File: src/rtl/sqgb_pkg.sv
`timescale 1ns / 1ps
// ----------------------------------------------------------------------------
// sqgb_pkg: shared types and constants of the single-qubit gate butterfly
// Gate codes, register indexes, register widths and reset values, and the
// fixed-point constant used by the Hadamard path.
// ----------------------------------------------------------------------------
package sqgb_pkg;

	// register widths on the configuration port
	localparam int CFG_DATA_W = 16;
	localparam int TARGET_W   = 5;
	localparam int KIND_W     = 3;
	localparam int PHASE_W    = 16;
	localparam int CFG_IDX_W  = 2;

	// register indexes
	localparam logic [CFG_IDX_W-1:0] CFG_TARGET_QUBIT = 2'd0;
	localparam logic [CFG_IDX_W-1:0] CFG_GATE_KIND    = 2'd1;
	localparam logic [CFG_IDX_W-1:0] CFG_PHASE_REAL   = 2'd2;
	localparam logic [CFG_IDX_W-1:0] CFG_PHASE_IMAG   = 2'd3;

	// gate codes, the two unused codes act as identity
	typedef enum logic [KIND_W-1:0] {
		GATE_ID    = 3'd0,
		GATE_X     = 3'd1,
		GATE_Y     = 3'd2,
		GATE_Z     = 3'd3,
		GATE_H     = 3'd4,
		GATE_PHASE = 3'd5
	} gate_kind_t;

	// reset values
	localparam logic [TARGET_W-1:0]       TARGET_RST     = '0;
	localparam logic [KIND_W-1:0]         KIND_RST       = GATE_ID;
	localparam logic signed [PHASE_W-1:0] PHASE_REAL_RST = 16'sd32767;
	localparam logic signed [PHASE_W-1:0] PHASE_IMAG_RST = 16'sd0;

	// 1/sqrt(2) in Q2.30
	localparam int INV_SQRT2_W = 32;
	localparam logic signed [INV_SQRT2_W-1:0] INV_SQRT2_Q30 = 32'sd759250125;
	localparam int INV_SQRT2_FRAC = 30;
	localparam int PHASE_FRAC     = 15;

	// gate selection handed to the arithmetic datapath
	typedef struct packed {
		logic [KIND_W-1:0]         kind;
		logic signed [PHASE_W-1:0] phase_re;
		logic signed [PHASE_W-1:0] phase_im;
	} gate_cfg_t;

endpackage

File: src/rtl/sqgb_index.sv
`timescale 1ns / 1ps
// ----------------------------------------------------------------------------
// sqgb_index: state index builder
// Inserts a 0 and a 1 bit at the target position of the pair number to form
// the two full state indices. The target is clamped to the top qubit.
// ----------------------------------------------------------------------------
module sqgb_index #(
	parameter int NUM_QUBITS = 20
) (
	input  logic [sqgb_pkg::TARGET_W-1:0]                      target_qubit,
	input  logic [((NUM_QUBITS > 1) ? NUM_QUBITS-1 : 1)-1:0]   pair_number,
	output logic [NUM_QUBITS-1:0]                               zero_index,
	output logic [NUM_QUBITS-1:0]                               one_index
);
	import sqgb_pkg::*;

	localparam int SH_W = TARGET_W + 1;
	localparam logic [SH_W-1:0] TGT_MAX = SH_W'(NUM_QUBITS - 1);

	logic [SH_W-1:0]       tgt;
	logic [NUM_QUBITS-1:0] pn_ext;
	logic [NUM_QUBITS-1:0] keep_low;
	logic [NUM_QUBITS-1:0] tgt_bit;

	// clamp target to the top qubit
	always_comb begin
		if ({1'b0, target_qubit} > TGT_MAX) begin
			tgt = TGT_MAX;
		end else begin
			tgt = {1'b0, target_qubit};
		end
	end

	// split at the target, shift the upper part up by one
	assign pn_ext     = NUM_QUBITS'(pair_number);
	assign tgt_bit    = NUM_QUBITS'(1) << tgt;
	assign keep_low   = tgt_bit - NUM_QUBITS'(1);
	assign zero_index = ((pn_ext & ~keep_low) << 1) | (pn_ext & keep_low);
	assign one_index  = zero_index | tgt_bit;

endmodule

File: config.mk
export PLATFORM = sky130hd
export DESIGN_NAME = sqgb_index
export DESIGN_NICKNAME = d
export VERILOG_FILES = /design/src/rtl/sqgb_pkg.sv /design/src/rtl/sqgb_index.sv
export SDC_FILE = /design/constraint.sdc
export NUM_CORES = 1
export LEC_CHECK = 0
export BUFFER_PORTS_ARGS = -buffer_cell sky130_fd_sc_hd__buf_4
export CORE_AREA = 4 4 54 56
export DETAILED_ROUTE_END_ITERATION = 6
export DIE_AREA = 0 0 58 60
export PLACE_DENSITY = 0.78
export SLEW_MARGIN = 15
export SYNTH_ARGS = -nofsm -noshare
export SYNTH_HDL_FRONTEND = slang
export SYNTH_SLANG_ARGS = --single-unit
File: constraint.sdc
create_clock -name vclk -period 3.1
set_input_delay 0.465 -clock vclk [all_inputs]
set_output_delay 0.465 -clock vclk [all_outputs]
set_load 0.005 [all_outputs]
==> impl_metrics.yaml, run 1 <==
clock_network:
  hold_buffers: 0
  post_cts_buffers: 0
drt:
  routed_wl_um: 3920
  met1_length_um: 1650
  routedWlPerCell_um: 15.4
  wl_met3_um: 268
  firstDrtPassIters: 4
  routed.top_layer: "met4"
  drt_iter0_drc: 66
  via_count: 1508
  met2_length_um: 1900
  vias_per_cell: 5.91
  ant_nets: 0
  drcViolationCount: 0
sta:
  rsz0062_at_grt: "false"
  tightest_slew_ps: 491
  finalSetupTns_ps: 0
  drv_slew: 0
  fin_worst_hold_slack_ps: 1210
  period_minus_slack_ps: 3000
  setup_ws_ps: 102
  period_share_pct: 96.7
  setup_viol: 0
  fmaxAchievable_mhz: 334
  slew_headroom_pct: 66.9
  hold_viol_final: 0
floorplanning:
  die_w_um: 58
  initial_utilization_pct: 39.9
  ios: 64
  die-area_um2: 3480
  core_um2: 2430
  dieHeight_um: 60
  num_rows: 18
yosys:
  synth_area_um2: 971
  avgSynthCellArea_um2: 6.03
  ys_types: 53
  mappedNetlistNets: 186
  synth_warnings: 0
  synthDominantCellAreaShare_pct: 9.28
  synth_commonest_cells: "nand2_1, o21ai_0, nor2_1"
  postSynthCellCount: 161
  synth_seq_area_share_pct: 0
  synth.most_common_cell: "nand2_1"
  yosysTopAreaCell: "nand2_1"
  synth_area_leaders: "nand2_1, o21ai_0, a21o_1"
final_layout:
  fin_util_pct: 64.0
  nFlopsAndLatches: 0
  fin_area_um2: 1560
  area_growth_pct: 60.3
  nets: 252
  antenna_cells: 0
  layoutNonFillerInstCount: 255
  clkbuf_count: 0
  nFillCells: 225
  register_area_um2: 0
  drive_above_1_share_pct: 40.0
place:
  place_ws_ps: -60.7
  place_area_um2: 1520
  place_inst: 255
  place.gp.congestion: 0.826
  io_buffers: 64
  dp.final_hpwl_um: 3110
power_and_ir_drop:
  total_power_uw: 251
  ir_drop_uv: 118
  p_leak_nw: 0.793
  powerDensity_nw_per_um2: 161
global_route:
  grtUsageTotal_pct: 22.3
  grt_pass1_vias: 1462
  grt_max_degree: 33
  globalRouteOverflowTotal: 0
  antenna_found_initial: 0
  grt_first_pass_wirelength_um: 6350
setup_path:
  critPathSlowestCell: "or2_2"
  path_cells: "buf_4, or2_2, nor2_4, nand2_1, ha_2, buf_4, and2_1, o2111ai_2, a21boi_1, a221o_1, buf_4"
  cp_max_fo: 15
  crit_path_start_kind: "primary input"
  worstSetupPathType: "primary input to primary output"
  cp.arrival_ps: 2530
  crit_path_max_incr_delay_ps: 330
  critPathRequiredTime_ps: 2630
  cp-end-kind: "primary output"
  cpMostUsedCell: "buf_4"
hold_path:
  hp-class: "primary input to primary output"
outcome:
  outcome: "completed"
flow_run:
  max_cap_viol_count: 0
## worst paths after layout
kind	from	to	slack [ps]	depth (start not counted)
worst max-delay path	target_qubit[2]	one_index[14]	100	11
worst min-delay path	pair_number[0]	one_index[0]	1210	4
## worst max-delay path: cells and delay by family
family          cells  cell delay, ps
buf+inv             3             450
simple gates        4             760
compound gates      3             650
fa+ha+maj           1             220
## power breakdown
group / switching (mW) / internal, mW
clock: 0 / 0
combinational: 0.118 / 0.133
sequential: 0 / 0
total: 0.118 / 0.133
## area by class of cell
type / instances / area (um2) / area share, %
Multi-Input combinational cell: 138 / 900 / 57.8
Timing Repair Buffer: 78 / 586 / 37.6
Tap cell: 30 / 37.5 / 2.41
Inverter: 9 / 33.8 / 2.17
## cells in the final DEF, fill, tap and decap left out, types with 3 or more instances in the layout
master / netlist / layout
a21o_1: 7 / 7
nand3_1: 10 / 10
o211ai_1: 3 / 3
buf_4: 0 / 78
a221o_1: 3 / 3
o21ai_0: 13 / 13
nor2_1: 11 / 10
a32o_1: 3 / 3
nand2b_1: 3 / 3
nor2b_1: 4 / 4
inv_1: 9 / 9
nand2_1: 24 / 24
o22ai_1: 3 / 3
a21oi_1: 5 / 5
## kinds of logic after synthesis
group | synth area share (%)
multiplexers | 2.06
adder cells (fa/ha/maj) | 1.29
buffers and inverters | 11.1
AND/OR/NAND/NOR | 35.4
XOR/XNOR | 1.80
AO/OA/AOI/OAI | 48.3
## per-layer routing
layer,global-route usage (%),vias up
met5,0,-
met4,6.62,0
met3,1.73,10
met2,39.5,71
met1,28.6,688
li1,-,739
## what timing repair did
item                                   4_1_cts  5_1_grt
resized for setup                            1        7
cloned                                       0        0
pin swaps                                    0        1
setup endpoints to repair                    3        9
endpoints found under the hold margin        0        0
(Power assumes the default switching activity.)
==> run 2: changes to the inputs <==
==> config.mk (replaced) <==
export PLATFORM = sky130hd
export DESIGN_NAME = sqgb_index
export DESIGN_NICKNAME = d
export VERILOG_FILES = /design/src/rtl/sqgb_pkg.sv /design/src/rtl/sqgb_index.sv
export SDC_FILE = /design/constraint.sdc
export NUM_CORES = 1
export LEC_CHECK = 0
export ABC_AREA = 1
export BUFFER_PORTS_ARGS = -buffer_cell sky130_fd_sc_hd__buf_4
export CAP_MARGIN = 0
export CORE_AREA = 4 4 55 57
export DETAILED_ROUTE_END_ITERATION = 6
export DIE_AREA = 0 0 59 61
export PLACE_DENSITY = 0.77
export SYNTH_ARGS = -nofsm -noshare
export SYNTH_HDL_FRONTEND = slang
export SYNTH_SLANG_ARGS = --single-unit
==> impl_metrics.yaml, run 2 <==
final_layout:
  nets: 279
  nFlopsAndLatches: 0
  final_cell_mix: "buf_4, nand2_1, inv_1"
  clkbuf_count: 0
  register_area_um2: 0
  antenna_cells: 0
  final_common_cell: "buf_4"
  drive_above_1_share_pct: 34.1
  area_growth_pct: 48.1
  layoutNonFillerInstCount: 282
hold_path:
  hp-class: "primary input to primary output"
  hp-start: "pair_number[18]"
  hold_end: "zero_index[18]"
  hold_depth: 4
setup_path:
  cp-end-kind: "primary output"
  crit_path_start_kind: "primary input"
  critPathRequiredTime_ps: 2630
  cp.arrival_ps: 2250
  critPathSlowestCell: "inv_1"
  crit_path_max_incr_delay_ps: 250
  crit_family: "simple AND/OR/NAND/NOR gates"
  worst-path-buf-inv: 5
  cp_max_fo: 11
  path_cells: "buf_4, inv_1, nand4_1, inv_2, nand2_1, ha_1, nand2_2, nor2_4, nand2_2, nor2_2, inv_1, nand2_1, nand3_1, nand3_1, buf_4"
  worstSetupPathType: "primary input to primary output"
yosys:
  synth_warnings: 0
  avgSynthCellArea_um2: 5.11
  postSynthCellCount: 194
  synth_area_leaders: "nand2_1, nand3_1, inv_1"
  mappedNetlistNets: 219
  synth.most_common_cell: "nand2_1"
  ys_types: 32
  yosysTopAreaCell: "nand2_1"
  synth_commonest_cells: "nand2_1, inv_1, nand3_1"
  synth_area_um2: 991
  synth_seq_area_share_pct: 0
  synthDominantCellAreaShare_pct: 20.5
flow_run:
  max_cap_viol_count: 0
drt:
  drt_iter0_drc: 30
  routedWlPerCell_um: 10.7
  routed_wl_um: 3010
  via_count: 1437
  drcViolationCount: 0
  firstDrtPassIters: 4
  vias_per_cell: 5.10
  ant_nets: 0
clock_network:
  post_cts_resized: 0
  post_cts_buffers: 0
  hold_buffers: 0
floorplanning:
  core_um2: 2480
  dieHeight_um: 61
  num_rows: 18
  die-area_um2: 3600
  initial_utilization_pct: 40.0
  ios: 64
  die_w_um: 59
power_and_ir_drop:
  p_leak_nw: 0.914
  powerDensity_nw_per_um2: 172
  ir_drop_uv: 100
sta:
  slew_headroom_pct: 77.4
  rsz0062_at_grt: "false"
  tightest_slew_ps: 337
  period_share_pct: 87.6
  finalSetupTns_ps: 0
  period_minus_slack_ps: 2710
  hold_viol_final: 0
  fmaxAchievable_mhz: 368
  drv_slew: 0
  setup_viol: 0
place:
  place_inst: 282
  place.gp.congestion: 0.898
  dp.final_hpwl_um: 2600
  io_buffers: 64
global_route:
  globalRouteOverflowTotal: 0
  antenna_found_initial: 0
  grtUsageTotal_pct: 17.0
  grt_max_degree: 17
  grt_pass1_vias: 1246
  grt_first_pass_wirelength_um: 5120
outcome:
  outcome: "completed"
-- run 2: cell count changes after synthesis, moves of 6 or more --
| cell | change |
|---|---|
| o21ai_0 | -12 |
| inv_1 | +22 |
| inv_2 | +6 |
| nand4_1 | +10 |
| nand3_1 | +17 |
| a21o_1 | -7 |
| nand2_1 | +30 |
-- run 2: per-stage QoR --
stage	power (mW)	setup slack [ps]	util [%]	hold slack [ps]	area (um2)
after floorplan	0.131	666	-	1020	991
after global placement	0.254	426	59.2	1200	1470
after detailed placement	0.255	383	59.2	1200	1470
after CTS	0.256	379	59.2	1200	1470
after global routing	0.285	176	59.2	1230	1470
final	0.253	386	59.2	1200	1470
-- run 2: area by class of cell --
type               count  area (um2)
fillers              281        1010
inverters             38         145
multi-input cells    150         805
well taps             30        37.5
repair buffers        64         480
-- run 2: where the power goes --
part / leakage (nW) / switching (mW) / internal (mW)
combinational: 0.914 / 0.126 / 0.127
sequential: 0 / 0 / 0
clock: 0 / 0 / 0
-- run 2: tightest hold or removal path, cell delays in order --
cell and delay (ps):
buf_4 80, nand2_1 40, nand2_1 50, buf_4 100
-- run 2: logic make-up after synthesis --
family / synth area share [%]
AND/OR/NAND/NOR: 57.6
buffers and inverters: 18.8
AO/OA/AOI/OAI: 17.9
XOR/XNOR: 4.42
adder cells (fa/ha/maj): 1.26
-- run 2: routing by layer --
layer | GRT usage, % | wire length (um) | vias up
met4 | 0 | 0 | 0
li1 | - | - | 759
met3 | 0 | 211 | 0
met5 | 0 | 0 | -
met1 | 24.2 | 1380 | 627
met2 | 30.6 | 1410 | 51
-- run 2: worst max path at each step --
stage | start | endpoint | slack, ps | cells after the start
after floorplan | target_qubit[2] | one_index[11] | 670 | 14
after global placement | target_qubit[1] | one_index[15] | 430 | 15
after detailed placement | target_qubit[1] | one_index[15] | 380 | 15
after CTS | target_qubit[1] | one_index[15] | 380 | 15
after global routing | target_qubit[1] | one_index[15] | 180 | 15
final | target_qubit[1] | one_index[15] | 390 | 15
